## src/sv/smss_pkg.sv

```systemverilog
// Shared types and constants for the sample mix/scale/saturate block.
// Used by every stage module and the top level; depends on nothing.
`timescale 1ns / 1ps
`default_nettype none

package smss_pkg;

  // field widths
  localparam int SAMPLE_W = 24;
  localparam int SUM_W    = 26;  // signed sum of two widened samples
  localparam int MAG_W    = 25;  // magnitude of that sum
  localparam int GAIN_W   = 24;  // unsigned Q8.16
  localparam int FRAC_W   = 16;
  localparam int FULL_W   = MAG_W + GAIN_W;
  localparam int PROD_W   = FULL_W - FRAC_W;

  // sample format codes
  localparam logic [1:0] FMT_8  = 2'd0;
  localparam logic [1:0] FMT_16 = 2'd1;
  localparam logic [1:0] FMT_24 = 2'd2;

  // operation codes
  localparam logic OP_MIX   = 1'b0;
  localparam logic OP_SCALE = 1'b1;

  // configuration register indexes
  localparam logic [1:0] REG_FORMAT = 2'd0;
  localparam logic [1:0] REG_SIGNED = 2'd1;
  localparam logic [1:0] REG_GAIN   = 2'd2;

  localparam logic [GAIN_W-1:0] GAIN_UNITY = 24'h010000;

  typedef struct packed {
    logic [1:0]        fmt;
    logic              sgn;
    logic [GAIN_W-1:0] gain;
  } cfg_t;

  // front stage result: sign and magnitude of the sum
  typedef struct packed {
    logic             neg;
    logic [MAG_W-1:0] mag;
    logic             last;
  } front_t;

  // scale stage result: truncated scaled magnitude
  typedef struct packed {
    logic              neg;
    logic [PROD_W-1:0] prod;
    logic              last;
  } scale_t;

endpackage

`default_nettype wire

```

## src/sv/smss_front.sv

```systemverilog
// Front stage: widens both samples, adds them in mix mode, splits sign and magnitude.
// Depends on smss_pkg.
`timescale 1ns / 1ps
`default_nettype none

module smss_front import smss_pkg::*; (
  input  logic                clk,
  input  logic                rst,
  input  cfg_t                cfg,
  input  logic                in_valid,
  output logic                in_ready,
  input  logic                op,
  input  logic [SAMPLE_W-1:0] source,
  input  logic [SAMPLE_W-1:0] dest,
  input  logic                last,
  output logic                out_valid,
  input  logic                out_ready,
  output front_t              out_data
);

  logic signed [SUM_W-1:0] src_ext;
  logic signed [SUM_W-1:0] dst_ext;
  logic signed [SUM_W-1:0] sum;
  logic        [SUM_W-1:0] mag_full;
  logic                    valid;
  front_t                  data;

  // widen a raw sample by format and signedness
  function automatic logic [SUM_W-1:0] widen(input logic [SAMPLE_W-1:0] raw,
                                             input logic [1:0] fmt,
                                             input logic sgn);
    logic [SUM_W-1:0] ext;
    case (fmt)
      FMT_8:   ext = {{(SUM_W-8){sgn & raw[7]}}, raw[7:0]};
      FMT_16:  ext = {{(SUM_W-16){sgn & raw[15]}}, raw[15:0]};
      default: ext = {{(SUM_W-SAMPLE_W){sgn & raw[SAMPLE_W-1]}}, raw};
    endcase
    return ext;
  endfunction

  // sum and magnitude
  always_comb begin
    src_ext  = widen(source, cfg.fmt, cfg.sgn);
    dst_ext  = widen(dest, cfg.fmt, cfg.sgn);
    sum      = (op == OP_MIX) ? (src_ext + dst_ext) : src_ext;
    mag_full = sum[SUM_W-1] ? SUM_W'(-sum) : SUM_W'(sum);
  end

  assign in_ready  = !valid || out_ready;
  assign out_valid = valid;
  assign out_data  = data;

  // stage register
  always_ff @(posedge clk) begin
    if (rst) begin
      valid <= 1'b0;
    end else if (in_ready) begin
      valid <= in_valid;
    end
    if (in_valid && in_ready) begin
      data.neg  <= sum[SUM_W-1];
      data.mag  <= mag_full[MAG_W-1:0];
      data.last <= last;
    end
  end

endmodule

`default_nettype wire

```

## src/sv/smss_scale.sv

```systemverilog
// Scale stage: multiplies the magnitude by the Q8.16 gain and drops the fraction bits.
// Depends on smss_pkg.
`timescale 1ns / 1ps
`default_nettype none

module smss_scale import smss_pkg::*; (
  input  logic   clk,
  input  logic   rst,
  input  cfg_t   cfg,
  input  logic   in_valid,
  output logic   in_ready,
  input  front_t in_data,
  output logic   out_valid,
  input  logic   out_ready,
  output scale_t out_data
);

  logic [FULL_W-1:0] prod_full;
  logic              valid;
  scale_t            data;

  // 25 x 24 bit unsigned product, truncation of magnitude is toward zero
  assign prod_full = FULL_W'(in_data.mag) * FULL_W'(cfg.gain);

  assign in_ready  = !valid || out_ready;
  assign out_valid = valid;
  assign out_data  = data;

  // stage register
  always_ff @(posedge clk) begin
    if (rst) begin
      valid <= 1'b0;
    end else if (in_ready) begin
      valid <= in_valid;
    end
    if (in_valid && in_ready) begin
      data.neg  <= in_data.neg;
      data.prod <= prod_full[FULL_W-1:FRAC_W];
      data.last <= in_data.last;
    end
  end

endmodule

`default_nettype wire

```

## src/sv/smss_sat.sv

```systemverilog
// Saturation stage: restores the sign, clamps to the format range and repacks.
// Holds the output register; depends on smss_pkg.
`timescale 1ns / 1ps
`default_nettype none

module smss_sat import smss_pkg::*; (
  input  logic                clk,
  input  logic                rst,
  input  cfg_t                cfg,
  input  logic                in_valid,
  output logic                in_ready,
  input  scale_t              in_data,
  output logic                out_valid,
  input  logic                out_ready,
  output logic [SAMPLE_W-1:0] out_sample,
  output logic                out_last
);

  logic [PROD_W-1:0]   half;
  logic [PROD_W-1:0]   full;
  logic [PROD_W-1:0]   lim_pos;
  logic [PROD_W-1:0]   neg_val;
  logic [SAMPLE_W-1:0] res;
  logic                valid;
  logic [SAMPLE_W-1:0] sample;
  logic                last;

  // format limits
  always_comb begin
    case (cfg.fmt)
      FMT_8:   half = PROD_W'(33'h80);
      FMT_16:  half = PROD_W'(33'h8000);
      default: half = PROD_W'(33'h800000);
    endcase
    full    = (half << 1) - PROD_W'(1);
    lim_pos = cfg.sgn ? (half - PROD_W'(1)) : full;
    neg_val = -in_data.prod;
  end

  // clamp and mask
  always_comb begin
    if (!in_data.neg) begin
      res = (in_data.prod > lim_pos) ? lim_pos[SAMPLE_W-1:0] : in_data.prod[SAMPLE_W-1:0];
    end else if (!cfg.sgn) begin
      res = '0;
    end else begin
      res = (in_data.prod > half) ? half[SAMPLE_W-1:0] : neg_val[SAMPLE_W-1:0];
    end
    res = res & full[SAMPLE_W-1:0];
  end

  assign in_ready   = !valid || out_ready;
  assign out_valid  = valid;
  assign out_sample = sample;
  assign out_last   = last;

  // output register
  always_ff @(posedge clk) begin
    if (rst) begin
      valid <= 1'b0;
    end else if (in_ready) begin
      valid <= in_valid;
    end
    if (in_valid && in_ready) begin
      sample <= res;
      last   <= in_data.last;
    end
  end

endmodule

`default_nettype wire

```

## src/sv/sample_mix_scale_saturate.sv

```systemverilog
// Top level of the sample mix/scale/saturate block: config registers and three stages.
// Depends on smss_pkg, smss_front, smss_scale and smss_sat.
`timescale 1ns / 1ps
`default_nettype none

// Mixes two 8, 16 or 24 bit audio samples (or takes the source alone in scale
// mode), multiplies by an unsigned Q8.16 gain truncating toward zero, and
// saturates the result to the configured format, signed or unsigned. One item
// is accepted per clock while the output is not stalled; each item passes
// through the three registered stages (add and magnitude, 25 x 24 bit
// multiply, clamp into the output register) before its result appears. Back
// pressure on the output stalls the stages only as far as they are full.
// After reset the format is 16 bit signed with unity gain. Configuration is
// written through the cfg channel, which is always ready, and must only be
// changed while no item is in flight.

module sample_mix_scale_saturate import smss_pkg::*; (
  input  logic                  clk,
  input  logic                  rst,
  // configuration write channel
  input  logic                  cfg_valid,
  output logic                  cfg_ready,
  input  logic [1:0]            cfg_index,
  input  logic [GAIN_W-1:0]     cfg_data,
  // input items
  input  logic                  s_tvalid,
  output logic                  s_tready,
  input  logic [2*SAMPLE_W-1:0] s_tdata,   // [23:0] source_sample, [47:24] dest_sample
  input  logic                  s_tuser,   // [0] operation
  input  logic                  s_tlast,
  // result items
  output logic                  m_tvalid,
  input  logic                  m_tready,
  output logic [SAMPLE_W-1:0]   m_tdata,   // [23:0] mixed_sample
  output logic                  m_tlast
);

  cfg_t   cfg;
  logic   f_valid;
  logic   f_ready;
  front_t f_data;
  logic   sc_valid;
  logic   sc_ready;
  scale_t sc_data;

  // configuration registers
  assign cfg_ready = 1'b1;

  always_ff @(posedge clk) begin
    if (rst) begin
      cfg.fmt  <= FMT_16;
      cfg.sgn  <= 1'b1;
      cfg.gain <= GAIN_UNITY;
    end else if (cfg_valid && cfg_ready) begin
      case (cfg_index)
        REG_FORMAT: cfg.fmt  <= cfg_data[1:0];
        REG_SIGNED: cfg.sgn  <= cfg_data[0];
        REG_GAIN:   cfg.gain <= cfg_data;
        default:    ;
      endcase
    end
  end

  // add and magnitude
  smss_front u_front (
    .clk       (clk),
    .rst       (rst),
    .cfg       (cfg),
    .in_valid  (s_tvalid),
    .in_ready  (s_tready),
    .op        (s_tuser),
    .source    (s_tdata[SAMPLE_W-1:0]),
    .dest      (s_tdata[2*SAMPLE_W-1:SAMPLE_W]),
    .last      (s_tlast),
    .out_valid (f_valid),
    .out_ready (f_ready),
    .out_data  (f_data)
  );

  // gain multiply
  smss_scale u_scale (
    .clk       (clk),
    .rst       (rst),
    .cfg       (cfg),
    .in_valid  (f_valid),
    .in_ready  (f_ready),
    .in_data   (f_data),
    .out_valid (sc_valid),
    .out_ready (sc_ready),
    .out_data  (sc_data)
  );

  // clamp and output register
  smss_sat u_sat (
    .clk        (clk),
    .rst        (rst),
    .cfg        (cfg),
    .in_valid   (sc_valid),
    .in_ready   (sc_ready),
    .in_data    (sc_data),
    .out_valid  (m_tvalid),
    .out_ready  (m_tready),
    .out_sample (m_tdata),
    .out_last   (m_tlast)
  );

  // unsigned samples never produce a negative sum
  a_unsigned_nonneg: assert property (@(posedge clk) disable iff (rst)
    (s_tvalid && s_tready && !cfg.sgn) |=> !f_data.neg)
    else $error("negative sum for unsigned format");

  // unity gain passes the magnitude through unchanged
  a_unity_gain: assert property (@(posedge clk) disable iff (rst)
    (f_valid && f_ready && cfg.gain == GAIN_UNITY) |=>
      (sc_data.prod == PROD_W'($past(f_data.mag))))
    else $error("unity gain changed the magnitude");

  // 8 bit results keep the upper bits clear
  a_fmt8_upper_zero: assert property (@(posedge clk) disable iff (rst)
    (sc_valid && sc_ready && cfg.fmt == FMT_8) |=> (m_tdata[SAMPLE_W-1:8] == '0))
    else $error("8 bit result has upper bits set");

  // 16 bit results keep the upper byte clear
  a_fmt16_upper_zero: assert property (@(posedge clk) disable iff (rst)
    (sc_valid && sc_ready && cfg.fmt == FMT_16) |=> (m_tdata[SAMPLE_W-1:16] == '0))
    else $error("16 bit result has upper bits set");

endmodule

`default_nettype wire
```

## config.mk

```make
export PLATFORM = sky130hd
export DESIGN_NAME = sample_mix_scale_saturate
export DESIGN_NICKNAME = d
export VERILOG_FILES = /design/src/sv/smss_pkg.sv /design/src/sv/smss_front.sv /design/src/sv/smss_scale.sv /design/src/sv/smss_sat.sv /design/src/sv/sample_mix_scale_saturate.sv
export SDC_FILE = /design/constraint.sdc
export NUM_CORES = 2
export LEC_CHECK = 0
export BUFFER_PORTS_ARGS = -buffer_cell sky130_fd_sc_hd__buf_2
export CAP_MARGIN = 20
export CORE_MARGIN = 5
export CORE_UTILIZATION = 65
export DETAILED_ROUTE_END_ITERATION = 16
export MAX_ROUTING_LAYER = met4
export PLACE_DENSITY = 0.89
export REMOVE_ABC_BUFFERS = 1
export SYNTH_ARGS = -nofsm -noshare
export SYNTH_HDL_FRONTEND = slang
export SYNTH_SLANG_ARGS = --single-unit
```

## constraint.sdc

```tcl
create_clock -name clk -period 11.1 [get_ports clk]
set_input_delay 1.11 -clock clk [delete_from_list [all_inputs] [get_ports clk]]
set_output_delay 1.11 -clock clk [all_outputs]
set_load 0.01 [all_outputs]
```

== Word-level counts from Yosys, hierarchy flattened ==
Index checks and enable logic that the tools add are counted.

* Flip-flop bits (word level): 117
* Latch bits: 0
* RAM bits: 0
* Bits in read-only memories: 0
* Input port bits: 81
* Output and inout bits: 28
* Logic and storage cells: 56
* Memories kept: 0

* Add/subtract/negate cells: 5
* $mul: 1
* Div/mod/pow operators: 0
* Magnitude comparators: 2
* Eq/ne operators: 3
* Shifts and indexed selects: 0
* Mux-type cells: 10
* Bitwise operators: 7
* Reduce and logical (&&, ||, !) cells: 14

{| class="wikitable"
|+ Operators by type and width
! cell !! number
|-
| $pmux W26 S2 || 2
|-
| $mux W24 || 4
|-
| $mul A25 B24 Y49 || 1
|-
| $pmux W24 S2 || 1
|-
| $gt A33 B24 Y1 || 1
|-
| $gt A33 B33 Y1 || 1
|-
| $mux W33 || 1
|-
| $add A26 B26 Y26 || 1
|-
| $mux W26 || 1
|-
| $sub A25 B1 Y26 const B || 1
|-
| $mux W25 || 1
|-
| $neg A25 Y25 || 1
|-
| $sub A24 B1 Y25 const B || 1
|-
| $and A24 B24 Y24 || 1
|-
| $neg A24 Y24 || 1
|-
| $and A1 B1 Y1 || 6
|-
| $reduce_and A2 Y1 || 3
|-
| $eq A2 B1 Y1 const B || 2
|-
| $logic_not A2 Y1 || 2
|-
| $logic_and A1 B1 Y1 || 3
|-
| $logic_not A1 Y1 || 3
|-
| $logic_or A1 B1 Y1 || 3
|-
| $eq A2 B2 Y1 const B || 1
|}

== Logic depth before layout (Yosys ltp) ==
* Depth after elaboration: 8
* Gate-level depth with buffers: 27
* Depth with buffers taken out: 25

== Hierarchy ==
Synthesis repeated with hierarchy kept, for this count alone.

* Cell total of the unflattened synthesis: 3018
* Area, all modules: 27244.9 um^2

{| class="wikitable"
|+ Modules (own cells, without submodules)
! module !! instances !! cells each !! area an instance (um^2) !! seq. area each (um^2)
|-
| smss_scale || 1 || 2215 || 20292.0 || 1071.0
|-
| smss_front || 1 || 418 || 3483.3 || 830.8
|-
| smss_sat || 1 || 266 || 2239.6 || 770.7
|-
| sample_mix_scale_saturate || 1 || 119 || 1229.9 || 540.5
|}

== Worst setup path after synthesis ==
Ideal clock, no wire load.

* Path kind: register to register
* Start: register cfg[5] (netlist name)
* End: register u_scale.data, in the netlist u_scale.out_data[25], data pin
* Setup time: 0.260 ns
* Arrival time: 6.740 ns
* Required time: 10.840 ns
* Path slack: 4.099 ns
* Stages on the path, launching flop included: 25
* Buffers on the path: 2
* Clock period less this slack: 7.001 ns
* Cell sequence: dfxtp_1 > clkbuf_1 > clkbuf_1 > nand2_1 > fa_1 > inv_1 > fa_1 > inv_1 > fa_1 > fa_1 > inv_1 > fa_1 > fa_1 > inv_1 > fa_1 > inv_1 > ha_1 > nand3_1 > nor2_1 > nor4b_1 > o311a_1 > o211ai_1 > a21boi_0 > a21oi_1 > xnor2_1

* Longest elaborated chain between the ends: 1

{| class="wikitable"
|+ RTL lines
! element !! RTL line !! RTL
|-
| $mul A25 B24 Y49 || smss_scale.sv:23 || <nowiki>assign prod_full = FULL_W'(in_data.mag) * FULL_W'(cfg.gain);</nowiki>
|-
| net u_scale.prod_full[40] || smss_scale.sv:18 || <nowiki>logic [FULL_W-1:0] prod_full;</nowiki>
|-
| to (decl) || smss_scale.sv:20 || <nowiki>scale_t data;</nowiki>
|}

The timed path passes the listed nets, and every way through them passes these cells.
A chain may end at the register's enable or synchronous reset.

== Worst setup path after layout ==
* Start: register u_front.data, in the netlist u_front.out_data[16]
* End: register u_scale.data, in the netlist u_scale.out_data[25], data pin

* Longest elaborated chain between the ends: 1

{| class="wikitable"
|+ RTL lines
! element !! RTL line !! RTL
|-
| from (decl) || smss_front.sv:26 || <nowiki>front_t data;</nowiki>
|-
| $mul A25 B24 Y49 || smss_scale.sv:23 ||
|-
| net u_scale.prod_full[40] || smss_scale.sv:18 ||
|}

The timed path passes the listed nets, and every way through them passes these cells.

==> flow_metrics.env <==
export IMPL_rows=74
export IMPL_finalCritPeriodShare=0.741
export IMPL_irDropWorstVdd_mv=0.161
export IMPL_cp_endpoint="u_scale.out_data[25]$_DFFE_PP_"
export IMPL_die_y_um=214
export IMPL_fin_util=0.696
export IMPL_drcViolationCount=0
export IMPL_setup_viol=0
export IMPL_cts_tree="yes"
export IMPL_synth_distinct_cells=87
export IMPL_rsz0062_at_grt="false"
export IMPL_ys_seq_area_frac=0.119
export IMPL_synth_cell_area_um2=26900
export IMPL_grt_pass1_vias=23362
export IMPL_clock_latency_ns=0.43
export IMPL_syn_area_per_cell_um2=8.88
export IMPL_vias_per_cell=6.04
export IMPL_min_path_type="reg2reg"
export IMPL_switchingPower_mw=2.29
export IMPL_intPower_mw=2.10
export IMPL_synthCells=3033
export IMPL_power_density_nw_per_um2=154
export IMPL_die_area_um2=45600
export IMPL_cts_resized=0
export IMPL_fin_skew_ns=0.0135
export IMPL_synthFlopType="edfxtp_1"
export IMPL_nFillCells=3062
export IMPL_initial_core_util=0.658
export IMPL_multi_input_area_um2=20900
export IMPL_seq_area_um2=3210
export IMPL_synth_most_common_cell="inv_1"
export IMPL_port_buffers=107
export IMPL_ant_nets=0
export IMPL_netlist_top_cells_area="fa_1 (37%), ha_1 (10%), edfxtp_1 (9.7%)"
export IMPL_rrSetupSlack_ns=2.87
export IMPL_cap_violations=0
export IMPL_yosysWarnings=0
export IMPL_combPwrFrac=0.671
export IMPL_ioPinCount=109
export IMPL_drtIter0Drc=1810
export IMPL_h_tree_depth=4
export IMPL_async_flop_share=0
export IMPL_hold_violations=0
export IMPL_hold_buffers=0
export IMPL_status="complete, no violations"
export IMPL_syn_to_final_growth_pct=5.69
export IMPL_slew_headroom=0.201
export IMPL_routed_wl_um=75400
export IMPL_vias=21774
export IMPL_seq_power_share=0.201
export IMPL_place_congestion=0.990
export IMPL_required_ns=11.27
export IMPL_synth_edff_count=87
export IMPL_hold_ws_ns=0.422
export IMPL_core_area_um2=40900
export IMPL_p_leak_nw=14.1
export IMPL_yosys_top_cells_count="inv_1 (595), fa_1 (504), nand2_1 (466), and2_1 (299), ha_1 (221)"
export IMPL_r2r_start="u_front.out_data[16]$_DFFE_PP_"
export IMPL_wire_per_inst_um=20.9
export IMPL_final_layout_size_suffix_gt1_frac=0.0682
export IMPL_yosysTopAreaCell="fa_1"
export IMPL_numCtsBuffers=17
export IMPL_overflow=0
export IMPL_critical_path_class="reg2reg"
export IMPL_crit_path_start_kind="flip-flop"
export IMPL_nets=3856
export IMPL_ff2ff_path_depth=23
export IMPL_antenna_found_initial=7
export IMPL_final_min_clock_period_ns=8.23
export IMPL_grt_util_all_layers=0.351
export IMPL_cp_max_fo=24
export IMPL_clock_path_buffers=2
export IMPL_swShare=0.521
export IMPL_grt_pass1_wl_um=121000
export IMPL_cts_sinks=117
export IMPL_tns_ns=0
export IMPL_worst_ep_arrival_time_ns=8.40
export IMPL_dp_hpwl_um=58800
export IMPL_clockPowerShare=0.127
export IMPL_setup_slack_ns=2.87
export IMPL_grt_max_degree=50
export IMPL_tightestPinTransition_ns=1.20
export IMPL_yosysTopAreaCellShare=0.375
export IMPL_fmaxAchievable_mhz=122
export IMPL_die_w_um=214
export IMPL_synth_seq_cells=117
export IMPL_path_clk_slew_ns=0.06
export IMPL_crit_start="u_front.out_data[16]$_DFFE_PP_"
export IMPL_root_buffer="clkbuf_16"
export IMPL_worstSetupEndpointType="flip-flop"
export IMPL_power_mw=4.39
export IMPL_firstDrtPassIters=6
export IMPL_final_max_slew_viol_count=0
export IMPL_dp_slack_ns=2.87
export IMPL_r2r_end="u_scale.out_data[25]$_DFFE_PP_"
export IMPL_cts_setup_buffers=0
==> sequential cells by signal, indices dropped and copies added (netlist names) <==
register           flops
cfg                   27
u_front.out_valid      1
u_front.out_data      27
u_scale.out_data      35
u_sat.out_last         1
u_sat.out_sample      24
u_sat.out_valid        1
u_scale.out_valid      1
==> power by group through the flow <==
stage / combinational [mW] / clock [mW] / sequential (mW)
global placement: 2.77 / 0 / 0.871
CTS: 2.91 / 0.558 / 0.871
floorplan: 1.95 / 0 / 0.818
finish: 2.95 / 0.560 / 0.885
detailed placement: 2.87 / 0 / 0.878
global route: 3.24 / 0.580 / 0.894
==> through the flow <==
step | std cells | area (um^2)
4_1_cts | 3591 | 28400
5_1_grt | 3602 | 28500
6_report | 3603 | 28500
3_3_place_gp | 3558 | 27800
3_5_place_dp | 3559 | 27800
2_1_floorplan | 2889 | 26400
==> area by class of cell <==
cell class | count | area share
inverter | 597 | 0.0787
clock buffer | 17 | 0.0149
tap | 532 | 0.0234
sequential | 117 | 0.113
multi-input combinational | 2175 | 0.735
antenna | 8 | 0.000703
timing repair buffer | 142 | 0.0287
clock inverter | 15 | 0.00549
==> critical path: stages, from the launching register on <==
cell	delay, ns
edfxtp_1	1.14
nand2_1	0.19
fa_1	0.56
inv_1	0.06
fa_1	0.53
inv_1	0.05
fa_1	0.45
fa_1	0.52
inv_1	0.05
fa_1	0.46
fa_1	0.54
inv_1	0.05
fa_1	0.52
inv_1	0.04
ha_1	0.35
nand3_1	0.13
nor2_1	0.19
a211oi_1	0.13
o21ai_0	0.64
o311a_1	0.36
o211ai_1	0.19
a21boi_0	0.49
a21oi_1	0.16
xnor2_1	0.14
==> layout by cell type, fill, tap and decap left out, drive strengths merged, types with 13 or more instances in the layout <==
cell    instances
inv           609
buf           140
nand2b         15
ha            221
nor2b          13
or3            13
fa            504
and2          299
nand2         466
nor3           32
a21oi         109
edfxtp         87
dfxtp          30
a21o           50
nand3          30
o21ai          72
xor2           18
nor2           74
clkbuf         19
xnor2          47
a211oi         14
==> routing by layer <==
layer,up-vias,part of all wire,track usage
met2,1263,0.48,0.561
met4,0,0.064,0.185
li1,9470,-,-
met1,10703,0.36,0.431
met3,338,0.093,0.0601
met5,-,0,-
==> cells by family after synthesis <==
| logic type | share of synthesized area |
|---|---|
| xor gates and xnor gates | 0.0211 |
| and+or+nand+nor | 0.186 |
| buffers and inverters | 0.105 |
| other | 0.000139 |
| DFF | 0.119 |
| muxes | 0.00455 |
| adders and majority gates | 0.477 |
| AOI/OAI and AO/OA | 0.0870 |
==> worst min-delay path by stage <==
| stage | startpoint | to | cells past startpoint |
|---|---|---|---|
| 3_5_place_dp | u_front.out_data[26]$_DFFE_PP_ | u_scale.out_data[34]$_DFFE_PP_ | 0 |
| 3_3_place_gp | u_front.out_data[0]$_DFFE_PP_ | u_scale.out_data[0]$_DFFE_PP_ | 0 |
| 2_1_floorplan | u_scale.out_data[0]$_DFFE_PP_ | u_sat.out_last$_DFFE_PP_ | 0 |
| 4_1_cts | u_front.out_data[26]$_DFFE_PP_ | u_scale.out_data[34]$_DFFE_PP_ | 0 |
| 5_1_grt | u_front.out_data[26]$_DFFE_PP_ | u_scale.out_data[34]$_DFFE_PP_ | 0 |
| 6_report | u_front.out_data[26]$_DFFE_PP_ | u_scale.out_data[34]$_DFFE_PP_ | 0 |
Note: power is estimated with default switching activity, not from simulation.
